## src/hw/rtl/assert_macros.svh

```systemverilog
// Assertion macros shared by the valve controller modules.
`ifndef ASSERT_MACROS_SVH
`define ASSERT_MACROS_SVH

// cond must hold at every clock edge out of reset
`define ASSERT_ALWAYS(label, clk, rst, cond, msg) \
   label: assert property (@(posedge clk) disable iff (rst) (cond)) else $error(msg);

// post must hold in the cycle after pre
`define ASSERT_NEXT(label, clk, rst, pre, post, msg) \
   label: assert property (@(posedge clk) disable iff (rst) (pre) |=> (post)) else $error(msg);

`endif

```

## src/hw/rtl/tpvac_pkg.sv

```systemverilog
// Package with the shared types and constants of the valve actuator controller.
`timescale 1ns / 1ps

package tpvac_pkg;

   localparam int REQ_DATA_W = 32;
   localparam int RSP_DATA_W = 32;
   localparam int ACT_W      = 3;
   localparam int ELAPSED_W  = 16;
   localparam int DEMAND_W   = 11;
   localparam int POS_W      = 22;
   localparam int MODE_W     = 3;
   localparam int CSR_ADDR_W = 3;
   localparam int CSR_DATA_W = 20;
   localparam int DIV_STEPS  = 40;
   localparam int DIV_CNT_W  = 6;
   localparam int STEP_LIMIT = 32;
   localparam int STEP_CNT_W = 5;

   localparam int SWITCH_PAUSE_MS = 500;
   localparam int OVERDRIVE_MS    = 4000;
   localparam int MAX_TICK_MS     = 255;
   localparam int WAIT_MAX        = 2097151;
   localparam int POS_MAX         = 2097151;
   localparam int POS_MIN         = -2097152;

   localparam logic [ACT_W-1:0] ACT_TICK   = 3'd0;
   localparam logic [ACT_W-1:0] ACT_DEMAND = 3'd1;
   localparam logic [ACT_W-1:0] ACT_RESET  = 3'd2;
   localparam logic [ACT_W-1:0] ACT_FULL   = 3'd3;
   localparam logic [ACT_W-1:0] ACT_FORCE  = 3'd4;
   localparam logic [ACT_W-1:0] ACT_STOP   = 3'd5;

   localparam logic [MODE_W-1:0] MODE_INIT   = 3'd0;
   localparam logic [MODE_W-1:0] MODE_NORMAL = 3'd1;
   localparam logic [MODE_W-1:0] MODE_RESET  = 3'd2;
   localparam logic [MODE_W-1:0] MODE_FULL   = 3'd3;
   localparam logic [MODE_W-1:0] MODE_FORCE  = 3'd4;

   localparam logic [CSR_ADDR_W-1:0] CSR_FULL_TRAVEL = 3'd0;
   localparam logic [CSR_ADDR_W-1:0] CSR_MIN_OPEN    = 3'd1;
   localparam logic [CSR_ADDR_W-1:0] CSR_MIN_RUN     = 3'd2;
   localparam logic [CSR_ADDR_W-1:0] CSR_MAX_RUN     = 3'd3;
   localparam logic [CSR_ADDR_W-1:0] CSR_PAUSE       = 3'd4;
   localparam logic [CSR_ADDR_W-1:0] CSR_RUN_CORR    = 3'd5;

   typedef enum logic [2:0] {
      OP_NOP,
      OP_MULA_TICK,
      OP_MULA_WANT,
      OP_MULB,
      OP_DIV,
      OP_APPLY,
      OP_STEP
   } op_type;

   typedef struct packed {
      op_type op;
      logic   accept;
      logic   load_rsp;
   } cmd_type;

   typedef struct packed {
      logic demand_nz;
      logic need_want;
      logic step_done;
   } status_type;

endpackage

```

## src/hw/rtl/tpvac_ctrl.sv

```systemverilog
// Sequencer that steps the datapath through events, ticks and section steps.
`timescale 1ns / 1ps
`include "assert_macros.svh"

module tpvac_ctrl (
   input  logic                  clock,
   input  logic                  reset,
   input  logic                  req_tvalid,
   output logic                  req_tready,
   input  logic                  item_tick,
   output logic                  rsp_tvalid,
   input  logic                  rsp_tready,
   input  tpvac_pkg::status_type status,
   output tpvac_pkg::cmd_type    cmd
);

   typedef enum logic [3:0] {
      S_IDLE, S_TMULA, S_TMULB, S_TDIV, S_APPLY, S_STEP,
      S_WMULA, S_WMULB, S_WDIV, S_WSTEP, S_FINISH
   } state_type;

   state_type state_ff, state_in;
   logic [tpvac_pkg::STEP_CNT_W-1:0] step_cnt_ff, step_cnt_in;
   logic [tpvac_pkg::DIV_CNT_W-1:0]  div_cnt_ff, div_cnt_in;
   logic rsp_valid_ff, rsp_valid_in;
   logic step_last;

   assign req_tready = (state_ff == S_IDLE);
   assign rsp_tvalid = rsp_valid_ff;
   assign step_last  = status.step_done
                       || (step_cnt_ff == tpvac_pkg::STEP_CNT_W'(tpvac_pkg::STEP_LIMIT - 1));

   always_comb begin
      state_in     = state_ff;
      step_cnt_in  = step_cnt_ff;
      div_cnt_in   = div_cnt_ff;
      cmd.op       = tpvac_pkg::OP_NOP;
      cmd.accept   = 1'b0;
      cmd.load_rsp = 1'b0;
      unique case (state_ff)
         S_IDLE: begin
            cmd.accept = req_tvalid;
            if (req_tvalid) begin
               if (!item_tick) begin
                  state_in = S_FINISH;
               end else if (status.demand_nz) begin
                  state_in = S_TMULA;
               end else begin
                  state_in = S_APPLY;
               end
            end
         end
         S_TMULA: begin
            cmd.op   = tpvac_pkg::OP_MULA_TICK;
            state_in = S_TMULB;
         end
         S_TMULB: begin
            cmd.op     = tpvac_pkg::OP_MULB;
            div_cnt_in = '0;
            state_in   = S_TDIV;
         end
         S_TDIV: begin
            cmd.op     = tpvac_pkg::OP_DIV;
            div_cnt_in = div_cnt_ff + 1'b1;
            if (div_cnt_ff == tpvac_pkg::DIV_CNT_W'(tpvac_pkg::DIV_STEPS - 1)) begin
               state_in = S_APPLY;
            end
         end
         S_APPLY: begin
            cmd.op      = tpvac_pkg::OP_APPLY;
            step_cnt_in = '0;
            state_in    = S_STEP;
         end
         S_STEP: begin
            if (status.need_want) begin
               state_in = S_WMULA;
            end else begin
               cmd.op = tpvac_pkg::OP_STEP;
               if (step_last) begin
                  state_in = S_FINISH;
               end else begin
                  step_cnt_in = step_cnt_ff + 1'b1;
               end
            end
         end
         S_WMULA: begin
            cmd.op   = tpvac_pkg::OP_MULA_WANT;
            state_in = S_WMULB;
         end
         S_WMULB: begin
            cmd.op     = tpvac_pkg::OP_MULB;
            div_cnt_in = '0;
            state_in   = S_WDIV;
         end
         S_WDIV: begin
            cmd.op     = tpvac_pkg::OP_DIV;
            div_cnt_in = div_cnt_ff + 1'b1;
            if (div_cnt_ff == tpvac_pkg::DIV_CNT_W'(tpvac_pkg::DIV_STEPS - 1)) begin
               state_in = S_WSTEP;
            end
         end
         S_WSTEP: begin
            cmd.op = tpvac_pkg::OP_STEP;
            if (step_last) begin
               state_in = S_FINISH;
            end else begin
               step_cnt_in = step_cnt_ff + 1'b1;
               state_in    = S_STEP;
            end
         end
         S_FINISH: begin
            if (!rsp_valid_ff || rsp_tready) begin
               cmd.load_rsp = 1'b1;
               state_in     = S_IDLE;
            end
         end
         default: state_in = S_IDLE;
      endcase
      if (cmd.load_rsp) begin
         rsp_valid_in = 1'b1;
      end else if (rsp_tready) begin
         rsp_valid_in = 1'b0;
      end else begin
         rsp_valid_in = rsp_valid_ff;
      end
   end

   always_ff @(posedge clock) begin
      if (reset) begin
         state_ff     <= S_IDLE;
         step_cnt_ff  <= '0;
         div_cnt_ff   <= '0;
         rsp_valid_ff <= 1'b0;
      end else begin
         state_ff     <= state_in;
         step_cnt_ff  <= step_cnt_in;
         div_cnt_ff   <= div_cnt_in;
         rsp_valid_ff <= rsp_valid_in;
      end
   end

   `ASSERT_NEXT(a_busy_after_accept, clock, reset, req_tvalid && req_tready, !req_tready, "ready right after accept")
   `ASSERT_NEXT(a_load_sets_valid, clock, reset, cmd.load_rsp, rsp_tvalid, "loaded result not shown")

endmodule

```

## src/hw/rtl/tpvac_dp.sv

```systemverilog
// Datapath: settings, valve state, multiplier, divider and section step logic.
`timescale 1ns / 1ps
`include "assert_macros.svh"

module tpvac_dp (
   input  logic                                 clock,
   input  logic                                 reset,
   input  logic                                 csr_we,
   input  logic [tpvac_pkg::CSR_ADDR_W-1:0]     csr_addr,
   input  logic [tpvac_pkg::CSR_DATA_W-1:0]     csr_wdata,
   input  logic [tpvac_pkg::ACT_W-1:0]          req_action,
   input  logic [tpvac_pkg::ELAPSED_W-1:0]      req_elapsed_ms,
   input  logic signed [tpvac_pkg::DEMAND_W-1:0] req_demand,
   input  logic                                 req_move_up,
   input  tpvac_pkg::cmd_type                   cmd,
   output tpvac_pkg::status_type                status,
   output logic [tpvac_pkg::RSP_DATA_W-1:0]     rsp_tdata
);

   typedef struct packed {
      logic signed [1:0] exp_dir;
      logic signed [1:0] act_dir;
      logic              clr;
      logic              ok;
   } sd_type;

   function automatic logic signed [1:0] real_dir(input logic signed [1:0] a,
                                                 input logic signed [1:0] e);
      if (e == 2'sd0 || (a != 2'sd0 && a != e)) begin
         return 2'sd0;
      end
      return e;
   endfunction

   function automatic sd_type set_dir(input logic signed [1:0] d,
                                      input logic signed [1:0] e,
                                      input logic signed [1:0] a,
                                      input logic r);
      sd_type s;
      s.exp_dir = e;
      s.act_dir = a;
      s.clr     = 1'b0;
      s.ok      = (d == a);
      if (d != e) begin
         s.exp_dir = d;
         if (r && d != a) begin
            s.clr     = 1'b1;
            s.act_dir = real_dir(a, d);
         end
         s.ok = (s.act_dir == d);
      end
      return s;
   endfunction

   // settings
   logic [19:0]        full_ff;
   logic [18:0]        min_open_ff;
   logic [15:0]        min_run_ff;
   logic [13:0]        max_run_ff;
   logic [15:0]        pause_ff;
   logic signed [16:0] corr_ff;

   // valve state
   logic [2:0]         mode_ff, mode_in;
   logic [2:0]         phase_ff, phase_in;
   logic               req_dir_ff, req_dir_in;
   logic signed [1:0]  exp_ff, exp_in, act_ff, act_in;
   logic [31:0]        se_ff, se_in;
   logic [20:0]        wait_ff, wait_in;
   logic [14:0]        run_ff, run_in;
   logic signed [31:0] tps_ff, tps_in;
   logic signed [10:0] dem_ff, dem_in;
   logic signed [21:0] real_ff, real_in;
   logic [31:0]        work_ff, work_in;
   logic               saved_valid_ff, saved_valid_in;
   logic [2:0]         saved_mode_ff, saved_mode_in;
   logic               saved_dir_ff, saved_dir_in;

   // arithmetic units
   logic [15:0]        raw_ff;
   logic [29:0]        m1_ff;
   logic [39:0]        quo_ff, quo_in;
   logic [16:0]        rem_ff, rem_in;
   logic [31:0]        rsp_ff;

   localparam logic [2:0] PH_START = 3'd0;
   localparam logic [2:0] PH_HOLD  = 3'd1;
   localparam logic [2:0] PH_REQ   = 3'd2;
   localparam logic [2:0] PH_ON    = 3'd3;
   localparam logic [2:0] PH_TIMER = 3'd4;
   localparam logic [2:0] PH_RUN   = 3'd5;
   localparam logic [2:0] PH_OVER  = 3'd6;
   localparam logic [2:0] PH_BACK  = 3'd7;

   logic               rdy, step_done;
   logic signed [1:0]  d_req, want;
   logic signed [21:0] upper, min_open_s;
   logic signed [31:0] lo_tps, hi_tps;
   logic [16:0]        div_sum, divisor;
   logic [18:0]        lim_thr;
   logic [15:0]        lim, mul_b;
   logic signed [10:0] dem_abs;
   logic [7:0]         td;
   logic [29:0]        m1_prod;
   logic [39:0]        mb_prod;
   logic [17:0]        shl, shl_sub;
   logic signed [33:0] q_pos, q_s, pred, pred_abs, pred_qa, pred_q;
   logic signed [34:0] wdiff, lim_s;
   logic               want_up, want_dn, need_want;
   logic [32:0]        se_sum, work_sum;
   logic [31:0]        se_tick;
   logic signed [33:0] tps_sum;
   logic signed [23:0] rt_sum, rc_sum, real24, td24, corr24;
   logic signed [21:0] hv, hv2, end_pos;
   logic [16:0]        e8;
   logic [20:0]        fw;
   logic signed [24:0] nf, w25;
   logic signed [33:0] sr_diff;
   logic [23:0]        full10;
   logic               stop, resync;
   sd_type             sd0, sdd, sdn;

   assign rdy        = se_ff >= 32'(tpvac_pkg::SWITCH_PAUSE_MS);
   assign d_req      = req_dir_ff ? 2'sd1 : -2'sd1;
   assign min_open_s = $signed({3'b000, min_open_ff});
   assign upper      = $signed({2'b00, full_ff}) - min_open_s;
   assign lo_tps     = $signed({5'b0, min_open_ff, 8'b0});
   assign hi_tps     = $signed({{2{upper[21]}}, upper, 8'b0});
   assign div_sum    = {1'b0, pause_ff} + {3'b000, max_run_ff};
   assign divisor    = (div_sum == '0) ? 17'd1 : div_sum;
   assign lim_thr    = {2'b00, pause_ff, 1'b0} + {5'b0, max_run_ff}
                       + 19'(tpvac_pkg::SWITCH_PAUSE_MS);
   assign lim        = (se_ff < {13'b0, lim_thr}) ? {2'b00, max_run_ff} : min_run_ff;
   assign dem_abs    = dem_ff[10] ? -dem_ff : dem_ff;
   assign td         = (raw_ff > 16'(tpvac_pkg::MAX_TICK_MS))
                       ? 8'(tpvac_pkg::MAX_TICK_MS) : raw_ff[7:0];

   assign mul_b   = (cmd.op == tpvac_pkg::OP_MULA_TICK) ? {8'b0, td} : lim;
   assign m1_prod = {16'b0, max_run_ff} * {14'b0, mul_b};
   assign mb_prod = {30'b0, dem_abs[9:0]} * {10'b0, m1_ff};
   assign shl     = {rem_ff, quo_ff[39]};
   assign shl_sub = shl - {1'b0, divisor};

   assign q_pos    = $signed({2'b00, quo_ff[31:0]});
   assign q_s      = dem_ff[10] ? -q_pos : q_pos;
   assign pred     = $signed({{2{tps_ff[31]}}, tps_ff}) + q_s;
   assign pred_abs = pred[33] ? -pred : pred;
   assign pred_qa  = pred_abs >>> 8;
   assign pred_q   = pred[33] ? -pred_qa : pred_qa;
   assign wdiff    = $signed({pred_q[33], pred_q}) - $signed({{13{real_ff[21]}}, real_ff});
   assign lim_s    = $signed({19'b0, lim});
   assign want_up  = !dem_ff[10] && (dem_ff != 11'sd0) && (wdiff > lim_s);
   assign want_dn  = dem_ff[10] && (wdiff < -lim_s);
   assign need_want = (phase_ff == PH_REQ) && (dem_ff != 11'sd0) && rdy;
   assign want     = !need_want ? 2'sd0 : (want_up ? 2'sd1 : (want_dn ? -2'sd1 : 2'sd0));

   assign se_sum   = {1'b0, se_ff} + {17'b0, raw_ff};
   assign se_tick  = se_sum[32] ? '1 : se_sum[31:0];
   assign tps_sum  = $signed({{2{tps_ff[31]}}, tps_ff}) + q_s;
   assign real24   = $signed({{2{real_ff[21]}}, real_ff});
   assign td24     = $signed({16'b0, td});
   assign rt_sum   = (act_ff > 2'sd0) ? real24 + td24 : real24 - td24;
   assign work_sum = {1'b0, work_ff} + {25'b0, td};

   assign sd0 = set_dir(2'sd0, exp_ff, act_ff, rdy);
   assign sdd = set_dir(d_req, exp_ff, act_ff, rdy);
   assign sdn = set_dir(-d_req, exp_ff, act_ff, rdy);

   assign hv      = (real_ff < upper) ? real_ff : upper;
   assign hv2     = (hv < min_open_s) ? min_open_s : hv;
   assign e8      = full_ff[19:3];
   assign fw      = {1'b0, full_ff}
                    + ((e8 > 17'(tpvac_pkg::OVERDRIVE_MS)) ? {4'b0, e8}
                                                           : 21'(tpvac_pkg::OVERDRIVE_MS));
   assign nf      = (d_req < 2'sd0) ? $signed({{3{real_ff[21]}}, real_ff})
                    : $signed({5'b0, full_ff}) - $signed({{3{real_ff[21]}}, real_ff});
   assign w25     = nf + 25'sd4000;
   assign end_pos = (d_req < 2'sd0) ? min_open_s : upper;
   assign sr_diff = $signed({{2{tps_ff[31]}}, tps_ff}) - $signed({{4{real_ff[21]}}, real_ff, 8'b0});
   assign stop    = ((d_req < 2'sd0) && (sr_diff >= 34'sd0))
                    || ((d_req > 2'sd0) && (sr_diff <= 34'sd0));
   assign full10  = {1'b0, full_ff, 3'b000} + {3'b000, full_ff, 1'b0};
   assign resync  = (work_ff >= {8'b0, full10})
                    && (((d_req < 2'sd0) && (tps_ff == lo_tps))
                        || ((d_req > 2'sd0) && (tps_ff == hi_tps)));
   assign corr24  = $signed({{7{corr_ff[16]}}, corr_ff});
   assign rc_sum  = (d_req > 2'sd0) ? real24 + corr24 : real24 - corr24;

   always_comb begin
      mode_in        = mode_ff;
      phase_in       = phase_ff;
      req_dir_in     = req_dir_ff;
      exp_in         = exp_ff;
      act_in         = act_ff;
      se_in          = se_ff;
      wait_in        = wait_ff;
      run_in         = run_ff;
      tps_in         = tps_ff;
      dem_in         = dem_ff;
      real_in        = real_ff;
      work_in        = work_ff;
      saved_valid_in = saved_valid_ff;
      saved_mode_in  = saved_mode_ff;
      saved_dir_in   = saved_dir_ff;
      quo_in         = quo_ff;
      rem_in         = rem_ff;
      step_done      = 1'b0;

      if (cmd.accept) begin
         case (req_action)
            tpvac_pkg::ACT_DEMAND: begin
               if (req_demand < -11'sd512) begin
                  dem_in = -11'sd512;
               end else if (req_demand > 11'sd512) begin
                  dem_in = 11'sd512;
               end else begin
                  dem_in = req_demand;
               end
            end
            tpvac_pkg::ACT_RESET, tpvac_pkg::ACT_FULL, tpvac_pkg::ACT_STOP: begin
               if (saved_valid_ff) begin
                  mode_in        = saved_mode_ff;
                  req_dir_in     = saved_dir_ff;
                  phase_in       = PH_START;
                  saved_valid_in = 1'b0;
               end else if (req_action != tpvac_pkg::ACT_STOP) begin
                  mode_in    = (req_action == tpvac_pkg::ACT_RESET) ? tpvac_pkg::MODE_RESET
                                                                    : tpvac_pkg::MODE_FULL;
                  req_dir_in = req_move_up;
                  phase_in   = PH_START;
               end
            end
            tpvac_pkg::ACT_FORCE: begin
               if (!saved_valid_ff) begin
                  saved_valid_in = 1'b1;
                  saved_mode_in  = mode_ff;
                  saved_dir_in   = req_dir_ff;
                  mode_in        = tpvac_pkg::MODE_FORCE;
                  req_dir_in     = req_move_up;
               end
               phase_in = PH_START;
            end
            default: ;
         endcase
      end

      case (cmd.op)
         tpvac_pkg::OP_MULB: begin
            quo_in = mb_prod;
            rem_in = '0;
         end
         tpvac_pkg::OP_DIV: begin
            if (shl >= {1'b0, divisor}) begin
               rem_in = shl_sub[16:0];
               quo_in = {quo_ff[38:0], 1'b1};
            end else begin
               rem_in = shl[16:0];
               quo_in = {quo_ff[38:0], 1'b0};
            end
         end
         tpvac_pkg::OP_APPLY: begin
            se_in   = se_tick;
            wait_in = (wait_ff > {5'b0, raw_ff}) ? wait_ff - {5'b0, raw_ff} : '0;
            run_in  = ({1'b0, run_ff} > raw_ff) ? run_ff - raw_ff[14:0] : '0;
            if (dem_ff != 11'sd0) begin
               if (tps_sum < $signed({{2{lo_tps[31]}}, lo_tps})) begin
                  tps_in = lo_tps;
               end else if (tps_sum > $signed({{2{hi_tps[31]}}, hi_tps})) begin
                  tps_in = hi_tps;
               end else begin
                  tps_in = tps_sum[31:0];
               end
            end
            if (act_ff != 2'sd0) begin
               if (rt_sum > 24'(tpvac_pkg::POS_MAX)) begin
                  real_in = 22'(tpvac_pkg::POS_MAX);
               end else if (rt_sum < 24'(tpvac_pkg::POS_MIN)) begin
                  real_in = 22'(tpvac_pkg::POS_MIN);
               end else begin
                  real_in = rt_sum[21:0];
               end
               work_in = work_sum[32] ? '1 : work_sum[31:0];
            end
            if (exp_ff != act_ff && se_tick >= 32'(tpvac_pkg::SWITCH_PAUSE_MS)) begin
               se_in  = '0;
               act_in = real_dir(act_ff, exp_ff);
            end
         end
         tpvac_pkg::OP_STEP: begin
            unique case (phase_ff)
               PH_START: begin
                  if (mode_ff == tpvac_pkg::MODE_INIT || mode_ff == tpvac_pkg::MODE_NORMAL) begin
                     req_dir_in = 1'b0;
                     exp_in     = sd0.exp_dir;
                     act_in     = sd0.act_dir;
                     if (sd0.clr) se_in = '0;
                     phase_in   = (mode_ff == tpvac_pkg::MODE_INIT) ? PH_HOLD : PH_REQ;
                     step_done  = (mode_ff == tpvac_pkg::MODE_INIT);
                  end else if (mode_ff == tpvac_pkg::MODE_FORCE) begin
                     exp_in   = sdd.exp_dir;
                     act_in   = sdd.act_dir;
                     if (sdd.clr) se_in = '0;
                     phase_in = PH_HOLD;
                  end else begin
                     phase_in = PH_ON;
                  end
               end
               PH_HOLD: begin
                  if (mode_ff == tpvac_pkg::MODE_FORCE) begin
                     tps_in = $signed({{2{hv2[21]}}, hv2, 8'b0});
                  end
                  step_done = 1'b1;
               end
               PH_REQ: begin
                  if (want == 2'sd0) begin
                     step_done = 1'b1;
                  end else begin
                     req_dir_in = (want > 2'sd0);
                     phase_in   = PH_ON;
                  end
               end
               PH_ON: begin
                  exp_in = sdd.exp_dir;
                  act_in = sdd.act_dir;
                  if (sdd.clr) se_in = '0;
                  if (!sdd.ok) begin
                     step_done = 1'b1;
                  end else if (mode_ff == tpvac_pkg::MODE_NORMAL) begin
                     wait_in  = {5'b0, min_run_ff};
                     phase_in = PH_TIMER;
                  end else begin
                     if (mode_ff == tpvac_pkg::MODE_FULL) begin
                        wait_in = fw;
                     end else if (w25 < 25'sd0) begin
                        wait_in = '0;
                     end else if (w25 > 25'(tpvac_pkg::WAIT_MAX)) begin
                        wait_in = 21'(tpvac_pkg::WAIT_MAX);
                     end else begin
                        wait_in = w25[20:0];
                     end
                     phase_in = PH_OVER;
                  end
               end
               PH_OVER: begin
                  if (wait_ff != '0) begin
                     step_done = 1'b1;
                  end else begin
                     phase_in = PH_BACK;
                  end
               end
               PH_BACK: begin
                  exp_in = sdn.exp_dir;
                  act_in = sdn.act_dir;
                  if (sdn.clr) se_in = '0;
                  if (!sdn.ok) begin
                     step_done = 1'b1;
                  end else begin
                     wait_in  = {2'b00, min_open_ff};
                     phase_in = PH_TIMER;
                  end
               end
               PH_TIMER: begin
                  if (wait_ff != '0) begin
                     step_done = 1'b1;
                  end else if (mode_ff == tpvac_pkg::MODE_NORMAL) begin
                     run_in   = {1'b0, max_run_ff};
                     phase_in = PH_RUN;
                  end else begin
                     exp_in  = sd0.exp_dir;
                     act_in  = sd0.act_dir;
                     if (sd0.clr) se_in = '0;
                     real_in = end_pos;
                     if (mode_ff == tpvac_pkg::MODE_FULL) begin
                        tps_in = $signed({{2{end_pos[21]}}, end_pos, 8'b0});
                        dem_in = '0;
                     end
                     work_in  = '0;
                     mode_in  = tpvac_pkg::MODE_NORMAL;
                     phase_in = PH_START;
                  end
               end
               PH_RUN: begin
                  if (!(stop || run_ff == '0)) begin
                     step_done = 1'b1;
                  end else if (resync) begin
                     mode_in   = tpvac_pkg::MODE_RESET;
                     phase_in  = PH_START;
                     step_done = 1'b1;
                  end else begin
                     exp_in = sd0.exp_dir;
                     act_in = sd0.act_dir;
                     if (sd0.clr) se_in = '0;
                     if (rc_sum < 24'sd0) begin
                        real_in = '0;
                     end else if (rc_sum > $signed({4'b0, full_ff})) begin
                        real_in = $signed({2'b00, full_ff});
                     end else begin
                        real_in = rc_sum[21:0];
                     end
                     phase_in = PH_REQ;
                  end
               end
               default: step_done = 1'b1;
            endcase
         end
         default: ;
      endcase
   end

   assign status.demand_nz = (dem_ff != 11'sd0);
   assign status.need_want = need_want;
   assign status.step_done = step_done;
   assign rsp_tdata        = rsp_ff;

   always_ff @(posedge clock) begin
      if (reset) begin
         full_ff        <= 20'd120000;
         min_open_ff    <= '0;
         min_run_ff     <= 16'd1000;
         max_run_ff     <= 14'd5000;
         pause_ff       <= 16'd10000;
         corr_ff        <= '0;
         mode_ff        <= tpvac_pkg::MODE_INIT;
         phase_ff       <= PH_START;
         req_dir_ff     <= 1'b0;
         exp_ff         <= 2'sd0;
         act_ff         <= 2'sd0;
         se_ff          <= '1;
         wait_ff        <= '0;
         run_ff         <= '0;
         tps_ff         <= '0;
         dem_ff         <= '0;
         real_ff        <= '0;
         work_ff        <= '0;
         saved_valid_ff <= 1'b0;
         saved_mode_ff  <= tpvac_pkg::MODE_INIT;
         saved_dir_ff   <= 1'b0;
      end else begin
         mode_ff        <= mode_in;
         phase_ff       <= phase_in;
         req_dir_ff     <= req_dir_in;
         exp_ff         <= exp_in;
         act_ff         <= act_in;
         se_ff          <= se_in;
         wait_ff        <= wait_in;
         run_ff         <= run_in;
         tps_ff         <= tps_in;
         dem_ff         <= dem_in;
         real_ff        <= real_in;
         work_ff        <= work_in;
         saved_valid_ff <= saved_valid_in;
         saved_mode_ff  <= saved_mode_in;
         saved_dir_ff   <= saved_dir_in;
         if (csr_we) begin
            unique case (csr_addr)
               tpvac_pkg::CSR_FULL_TRAVEL: full_ff     <= csr_wdata;
               tpvac_pkg::CSR_MIN_OPEN:    min_open_ff <= csr_wdata[18:0];
               tpvac_pkg::CSR_MIN_RUN:     min_run_ff  <= csr_wdata[15:0];
               tpvac_pkg::CSR_MAX_RUN:     max_run_ff  <= csr_wdata[13:0];
               tpvac_pkg::CSR_PAUSE:       pause_ff    <= csr_wdata[15:0];
               tpvac_pkg::CSR_RUN_CORR:    corr_ff     <= $signed(csr_wdata[16:0]);
               default: ;
            endcase
         end
      end
   end

   always_ff @(posedge clock) begin
      if (cmd.accept) begin
         raw_ff <= req_elapsed_ms;
      end
      if (cmd.op == tpvac_pkg::OP_MULA_TICK || cmd.op == tpvac_pkg::OP_MULA_WANT) begin
         m1_ff <= m1_prod;
      end
      quo_ff <= quo_in;
      rem_ff <= rem_in;
      if (cmd.load_rsp) begin
         rsp_ff <= {3'b000, real_ff,
                    (mode_ff == tpvac_pkg::MODE_NORMAL) && (tps_ff == hi_tps),
                    (mode_ff == tpvac_pkg::MODE_NORMAL),
                    mode_ff,
                    (act_ff == 2'sd1),
                    (act_ff != 2'sd0)};
      end
   end

   `ASSERT_ALWAYS(a_force_saved, clock, reset, mode_ff != tpvac_pkg::MODE_FORCE || saved_valid_ff, "forced without saved mode")
   `ASSERT_ALWAYS(a_act_legal, clock, reset, act_ff != -2'sd2, "bad relay direction")

endmodule

```

## src/hw/rtl/three_point_valve_actuator_controller.sv

```systemverilog
// Top level of the three-point valve actuator controller.
//
//   port group   dir   contents
//   req_*        in    action, elapsed time, demand, direction
//   rsp_*        out   relay states, mode, flags, position
//   csr_*        in    setting writes, index 0..5
//
// An event item goes from accept straight to its result. A tick with a nonzero
// demand runs the multiplier and the sequential 40-step divider; every tick then
// runs the apply step and up to 32 section steps, and each demand evaluation runs
// the multiplier and the divider again before its section step.
// Reset is synchronous; a waiting result does not block the next accept.
`timescale 1ns / 1ps

module three_point_valve_actuator_controller (
   input  logic                                 clock,
   input  logic                                 reset,
   input  logic                                 req_tvalid,
   output logic                                 req_tready,
   input  logic [tpvac_pkg::REQ_DATA_W-1:0]     req_tdata,  // elapsed_ms, demand, move_up
   input  logic [tpvac_pkg::ACT_W-1:0]          req_tuser,  // action
   output logic                                 rsp_tvalid,
   input  logic                                 rsp_tready,
   // relay_on, relay_plus, mode, is_ready, fully_open, position_ms
   output logic [tpvac_pkg::RSP_DATA_W-1:0]     rsp_tdata,
   input  logic                                 csr_we,
   input  logic [tpvac_pkg::CSR_ADDR_W-1:0]     csr_addr,
   input  logic [tpvac_pkg::CSR_DATA_W-1:0]     csr_wdata
);

   tpvac_pkg::cmd_type    cmd;
   tpvac_pkg::status_type status;
   logic                  item_tick;

   assign item_tick = (req_tuser == tpvac_pkg::ACT_TICK) && (req_tdata[15:0] != '0);

   tpvac_ctrl u_ctrl (
      .clock      (clock),
      .reset      (reset),
      .req_tvalid (req_tvalid),
      .req_tready (req_tready),
      .item_tick  (item_tick),
      .rsp_tvalid (rsp_tvalid),
      .rsp_tready (rsp_tready),
      .status     (status),
      .cmd        (cmd)
   );

   tpvac_dp u_dp (
      .clock          (clock),
      .reset          (reset),
      .csr_we         (csr_we),
      .csr_addr       (csr_addr),
      .csr_wdata      (csr_wdata),
      .req_action     (req_tuser),
      .req_elapsed_ms (req_tdata[15:0]),
      .req_demand     ($signed(req_tdata[26:16])),
      .req_move_up    (req_tdata[27]),
      .cmd            (cmd),
      .status         (status),
      .rsp_tdata      (rsp_tdata)
   );

endmodule
```

## config.mk

```make
export PLATFORM = sky130hd
export DESIGN_NAME = three_point_valve_actuator_controller
export DESIGN_NICKNAME = d
export VERILOG_FILES = /design/src/hw/rtl/tpvac_pkg.sv /design/src/hw/rtl/tpvac_ctrl.sv /design/src/hw/rtl/tpvac_dp.sv /design/src/hw/rtl/three_point_valve_actuator_controller.sv
export VERILOG_INCLUDE_DIRS = /design/src /design/src/hw/rtl
export SDC_FILE = /design/constraint.sdc
export NUM_CORES = 2
export LEC_CHECK = 0
export ABC_AREA = 1
export BUFFER_PORTS_ARGS = -buffer_cell sky130_fd_sc_hd__buf_4
export CORE_ASPECT_RATIO = 0.9
export CORE_UTILIZATION = 30
export DETAILED_ROUTE_END_ITERATION = 12
export GPL_ROUTABILITY_DRIVEN = 0
export PLACE_DENSITY = 0.53
export SYNTH_ARGS = -nofsm -noshare
export SYNTH_HDL_FRONTEND = slang
export SYNTH_HIERARCHICAL = 1
export SYNTH_SLANG_ARGS = --single-unit
```

## constraint.sdc

```tcl
create_clock -name clock -period 19.15 [get_ports clock]
set_input_delay 0 -clock clock [delete_from_list [all_inputs] [get_ports clock]]
set_output_delay 0 -clock clock [all_outputs]
set_load 0.02 [all_outputs]
```

======== After elaboration in Yosys (flattened, before gate mapping) ========
Index checks and enable logic that the tools add are counted.
operators by class
  multipliers ............................. 2
  bitwise gates (word level) .............. 1
  reductions and logical operators ........ 78
  equality and inequality tests ........... 88
  mux-type cells .......................... 195
  magnitude comparators ................... 29
  add/subtract/negate cells ............... 28
operators by type and width
  operator                                               count
  2-to-1 mux 32 bit                                      23
  2-to-1 mux 22 bit                                      12
  case mux 32 bit (2 select lines)                       4
  case mux 32 bit (5 select lines)                       1
  2-to-1 mux 21 bit                                      7
  2-to-1 mux 34 bit                                      3
  2-to-1 mux 11 bit                                      9
  case mux 22 bit (2 select lines)                       2
  2-to-1 mux 3 bit                                       29
  case mux 21 bit (2 select lines)                       2
  case mux 40 bit (2 select lines)                       1
  >= comparator 32 x 9 -> 1 bit (second input constant)  2
  2-to-1 mux 15 bit                                      4
  2-to-1 mux 2 bit                                       27
  2-to-1 mux 17 bit                                      3
  2-to-1 mux 24 bit                                      2
  case mux 4 bit (11 select lines)                       1
  case mux 3 bit (7 select lines)                        2
  multiplier 10 x 30 -> 40 bit                           1
  == test 3 bit (second input constant)                  12
  > comparator 35 x 17 -> 1 bit                          1
  < comparator 35 bit                                    1
  negator 16 -> 35 bit                                   1
  subtractor 34 x 22 -> 35 bit                           1
  other kinds (111)                                      270
word-level totals
  bits in registers ....................... 431

======== Logic depth before layout (Yosys ltp) ========
  word-level depth ........................ 21
  mapped depth ............................ 71
  mapped depth without buffers ............ 70

======== By module ========
Netlist, hierarchy kept.
by module, submodules not included
  module                                 instances  seq. area each (um^2)  cells each  area each (um^2)
  tpvac_dp                               1          9629.2                 8724        60793.3
  tpvac_ctrl                             1          320.3                  178         1126.1
  three_point_valve_actuator_controller  1          0.0                    18          68.8

======== Worst setup path after synthesis ========
No wires, ideal clock.
  kind .................................... register to register
  start point ............................. register u_dp.max_run_ff[4]
  end point ............................... register u_dp.m1_ff[26], data pin
  data arrival time ....................... 9.186 ns
  stages on the path, launching flop included .. 53
  clock period less this slack ............ 9.450 ns
  setup time .............................. 0.264 ns
  data required time ...................... 18.886 ns
  path slack .............................. 9.700 ns
  path buffers ............................ 1
  cells stage by stage .................... dfxtp_1 > inv_1 > ha_1 > inv_1 > ha_1 > a21oi_1 > inv_1 > a31oi_1 > o21ai_0 > nand3_1 > nand2_1 > a31oi_1 > o21ai_0 > nand3_1 > nand2_1 > xor2_1 > ha_1 > nand2_1 > [... 17 more ...] > fa_1 > inv_1 > fa_1 > inv_1 > fa_1 > fa_1 > ha_1 > nand2_1 > o21a_1 > o221ai_1 > a21oi_1 > o21ai_0 > nand3_1 > nand2_1 > nand3_1 > nand2_1 > a31oi_1 > xor2_1
on the way
  cells in the longest elaborated chain, start to end .. 6
RTL lines
  what                            line             text
  start, declared                 tpvac_dp.sv:59   logic [13:0] max_run_ff;
  start signal, assigned          tpvac_dp.sv:459  tpvac_pkg::CSR_MAX_RUN: max_run_ff <= csr_wdata[13:0];
  adder 17 x 14 -> 18 bit         tpvac_dp.sv:131  assign lim_thr = {2'b00, pause_ff, 1'b0} + {5'b0, max_run_ff}
  adder 19 x 9 -> 19 bit          tpvac_dp.sv:132  + 19'(tpvac_pkg::SWITCH_PAUSE_MS);
  < comparator 32 x 19 -> 1 bit   tpvac_dp.sv:133  assign lim = (se_ff < {13'b0, lim_thr}) ? {2'b00, max_run_ff} : min_run_ff;
  2-to-1 mux 16 bit               tpvac_dp.sv:133
  2-to-1 mux 16 bit               tpvac_dp.sv:138  assign mul_b = (cmd.op == tpvac_pkg::OP_MULA_TICK) ? {8'b0, td} : lim;
  multiplier 14 x 16 -> 30 bit *  tpvac_dp.sv:139  assign m1_prod = {16'b0, max_run_ff} * {14'b0, mul_b};
  net u_dp.m1_prod[26]            tpvac_dp.sv:104  logic [29:0] m1_prod;
  end signal, assigned            tpvac_dp.sv:473  m1_ff <= m1_prod;
  end, declared                   tpvac_dp.sv:81   logic [29:0] m1_ff;
Mark *: on every way through the listed nets, which the timed path passes. The rest lies on a longest branch.
A chain may end at the register's enable or synchronous reset.

======== Worst setup path after layout ========
Same ends and word-level chain as after synthesis.

==> results.sh <==
export IMPL_grt_util_all_layers_pct=22.1
export IMPL_htreeDepth=2
export IMPL_grt_overflow_total=0
export IMPL_grt_pass1_vias=58500
export IMPL_finalHoldViolCount=0
export IMPL_crit_path_start="u_dp/max_run_ff[4]"
export IMPL_die_w_um=481
export IMPL_crit_top_cell="nand2_1"
export IMPL_skew_ns=0.0847
export IMPL_yosysSeqAreaShare_pct=16.1
export IMPL_vias=61500
export IMPL_crit_slowest_cell="dfxtp_1"
export IMPL_worst_pin_slew_ns=1.43
export IMPL_min_path_cells=6
export IMPL_synthArstFlopShare_pct=0
export IMPL_antenna_found_initial=12
export IMPL_stdcell_count=11700
export IMPL_dp_cells=11500
export IMPL_die_h_um=433
export IMPL_max_cap_violations=0
export IMPL_cts_root_buf="clkbuf_16"
export IMPL_start_util_pct=30.3
export IMPL_fin_crit_sh_pct=64.3
export IMPL_crit_fanout=25
export IMPL_syn_area_mm2=0.0620
export IMPL_cp_top_family="adder cells"
export IMPL_grt_pass1_wl_um=355000
export IMPL_die_area_mm2=0.208
export IMPL_pre_cts_ws_ns=6.97
export IMPL_finalSetupViolCount=0
export IMPL_finalMaxSlewViolations=0
export IMPL_reg2reg_slack_ns=6.84
export IMPL_clk_latency_ns=0.76
export IMPL_cp_data_arrival_time_ns=12.73
export IMPL_hp_class="in2reg"
export IMPL_max_freq_ghz=0.0812
export IMPL_ios=97
export IMPL_rows=157
export IMPL_dr_pass1_iters=7
export IMPL_cts_buffer_depth=3
export IMPL_critical_path_required_ns=19.57
export IMPL_port_buffers=89
export IMPL_relSlewSlack_pct=4.02
export IMPL_r2r_end="u_dp/m1_ff[26]"
export IMPL_dp_hpwl_um=183000
export IMPL_ant_nets=0
export IMPL_post_route_min_period_ns=12.31
export IMPL_rr_startpoint="u_dp/max_run_ff[4]"
export IMPL_first_iter_violations=5638
export IMPL_yosysTopAreaCellShare_pct=14.0
export IMPL_syn2layout_area_growth_pct=11.1
export IMPL_worst_setup_path_type="reg2reg"
export IMPL_drc=0
export IMPL_synthTopCellsByArea="ha_1 (14%), fa_1 (13%), nand2_1 (11%)"
export IMPL_min_to="u_dp/max_run_ff[12]"
export IMPL_end_kind="flip-flop"
export IMPL_core_area_mm2=0.204
export IMPL_synth_seq_cells=431
export IMPL_numCtsBuffers=60
export IMPL_cp_start_kind="flip-flop"
export IMPL_synth_most_common_cell="nand2_1"
export IMPL_vias_per_cell=5.24
export IMPL_ys_top_cells_by_count="nand2_1 (1871), inv_1 (1229), a21oi_1 (814)"
export IMPL_syn_inst=8920
export IMPL_grt_max_degree=186
export IMPL_clkSinkCount=431
export IMPL_setup_ws_ns=6.84
export IMPL_reg2regPathDepth=52
export IMPL_drive_gt1_share_pct=5.36
export IMPL_ys_types=87
export IMPL_wl_per_cell_um=20.0
export IMPL_syn_avg_cell_area_um2=6.95
export IMPL_yosys_warnings=6
export IMPL_synth_edf_count=132
export IMPL_cpPeakStageDelay_ns=0.91
export IMPL_status="finished clean"
export IMPL_hp_start="csr_addr[2]"
export IMPL_finalSetupTns_ns=0
export IMPL_postRouteWirelength_um=235000
export IMPL_yosysTopAreaCell="ha_1"
export IMPL_cts_resized=0
export IMPL_rsz0062_at_grt="no"
export IMPL_path_clk_slew_ns=0.06
export IMPL_crit_buf_inv=10
export IMPL_synthFlopType="dfxtp_1"
export IMPL_nets=10100
export IMPL_cts_tree="yes"
[what timing repair did]
| item | 4_1_cts | 5_1_grt |
|---|---|---|
| endpoints found under the hold margin | 189 | 0 |
| hold buffers | 92 | 0 |
| setup buffers | 0 | 0 |
[worst min-delay path, cell delays in order]
cell and delay, ns:
buf_4 0.08, nor2_1 0.15, nand2_1 0.13, nor2_1 0.05
buf_4 0.17, o21ai_0 0.14
[area by class of cell]
cell class | count | area, µm²
clock inverters | 36 | 529
multi-input cells | 6951 | 46300
flip-flops and latches | 431 | 9950
fillers | 21900 | 135000
clock buffers | 77 | 1660
inverters | 1262 | 4740
repair buffers | 279 | 2340
well taps | 2703 | 3380
diodes | 4 | 10.0
[placed cells by master, fill, tap and decap left out, drive strengths merged, types with 29 or more instances in the layout]
cell	instances
a211oi	29
a21o	30
a21oi	824
a31oi	51
buf	187
clkbuf	77
clkinv	33
dfxtp	299
dlygate4sd3	92
edfxtp	132
fa	402
ha	694
inv	1252
nand2	1905
nand3	461
nand4	120
nor2	836
nor3	114
nor4	49
o211ai	65
o21ai	646
o21bai	30
or2	45
xnor2	138
xor2	285
[layer usage]
metal / track usage (%) / vias up / share of wire [%]
li1: - / 29600 / -
met1: 30.1 / 29200 / 45
met2: 34.0 / 2248 / 43
met3: 4.34 / 406 / 8.2
met4: 9.07 / 4 / 4.5
met5: 0 / - / 0.021
[registers in the layout, indices dropped and copies added (netlist names), 4 cells and up]
register and count:
u_dp/real_ff 22, u_dp/min_open_ff 19, u_dp/run_ff 15, u_dp/rsp_tdata 29, u_dp/raw_ff 16, u_dp/min_run_ff 16
u_dp/se_ff 32, u_ctrl/step_cnt_ff 5, u_dp/rem_ff 17, u_dp/corr_ff 17, u_dp/tps_ff 32, u_dp/m1_ff 30
u_dp/full_ff 20, u_dp/max_run_ff 14, u_dp/dem_ff 11, u_dp/work_ff 32, u_ctrl/state_ff 4, u_dp/quo_ff 40
u_dp/pause_ff 16, u_ctrl/div_cnt_ff 6, u_dp/wait_ff 21
[how the worst max path moves through the flow]
stage                     end  cells past startpoint
3_3_place_gp   u_dp/m1_ff[26]                     52
5_1_grt        u_dp/m1_ff[26]                     52
2_1_floorplan  u_dp/m1_ff[26]                     52
4_1_cts        u_dp/m1_ff[26]                     51
3_5_place_dp   u_dp/m1_ff[26]                     51
6_report       u_dp/m1_ff[26]                     52
[metrics by stage]
step | utilization (%) | area, µm² | hold WS [ns]
final | 33.7 | 68900 | 0.0456
after global routing | 33.7 | 68900 | 0.0649
after CTS | 33.7 | 68900 | 0.0117
after detailed placement | 32.2 | 65700 | 0.196
after global placement | 32.2 | 65700 | 0.193
after floorplan | - | 62000 | 0.0691
[cell families (layout without fill, tap and decap cells)]
kind of cell	Yosys count	in the layout	synth area share, %
AO/OA/AOI/OAI	1844	1844	16.7
XOR/XNOR	423	423	6.15
adder cells (fa/ha/maj)	1096	1096	27.0
buffers and inverters	1540	1654	9.55
flip-flops	431	431	16.1
multiplexers	1	1	0.0161
other	1	7	0.00605
AND/OR/NAND/NOR	3584	3584	24.6
Power is not shown: default switching activity piles up to over one toggle a cycle in this logic, so the estimate is an artifact.
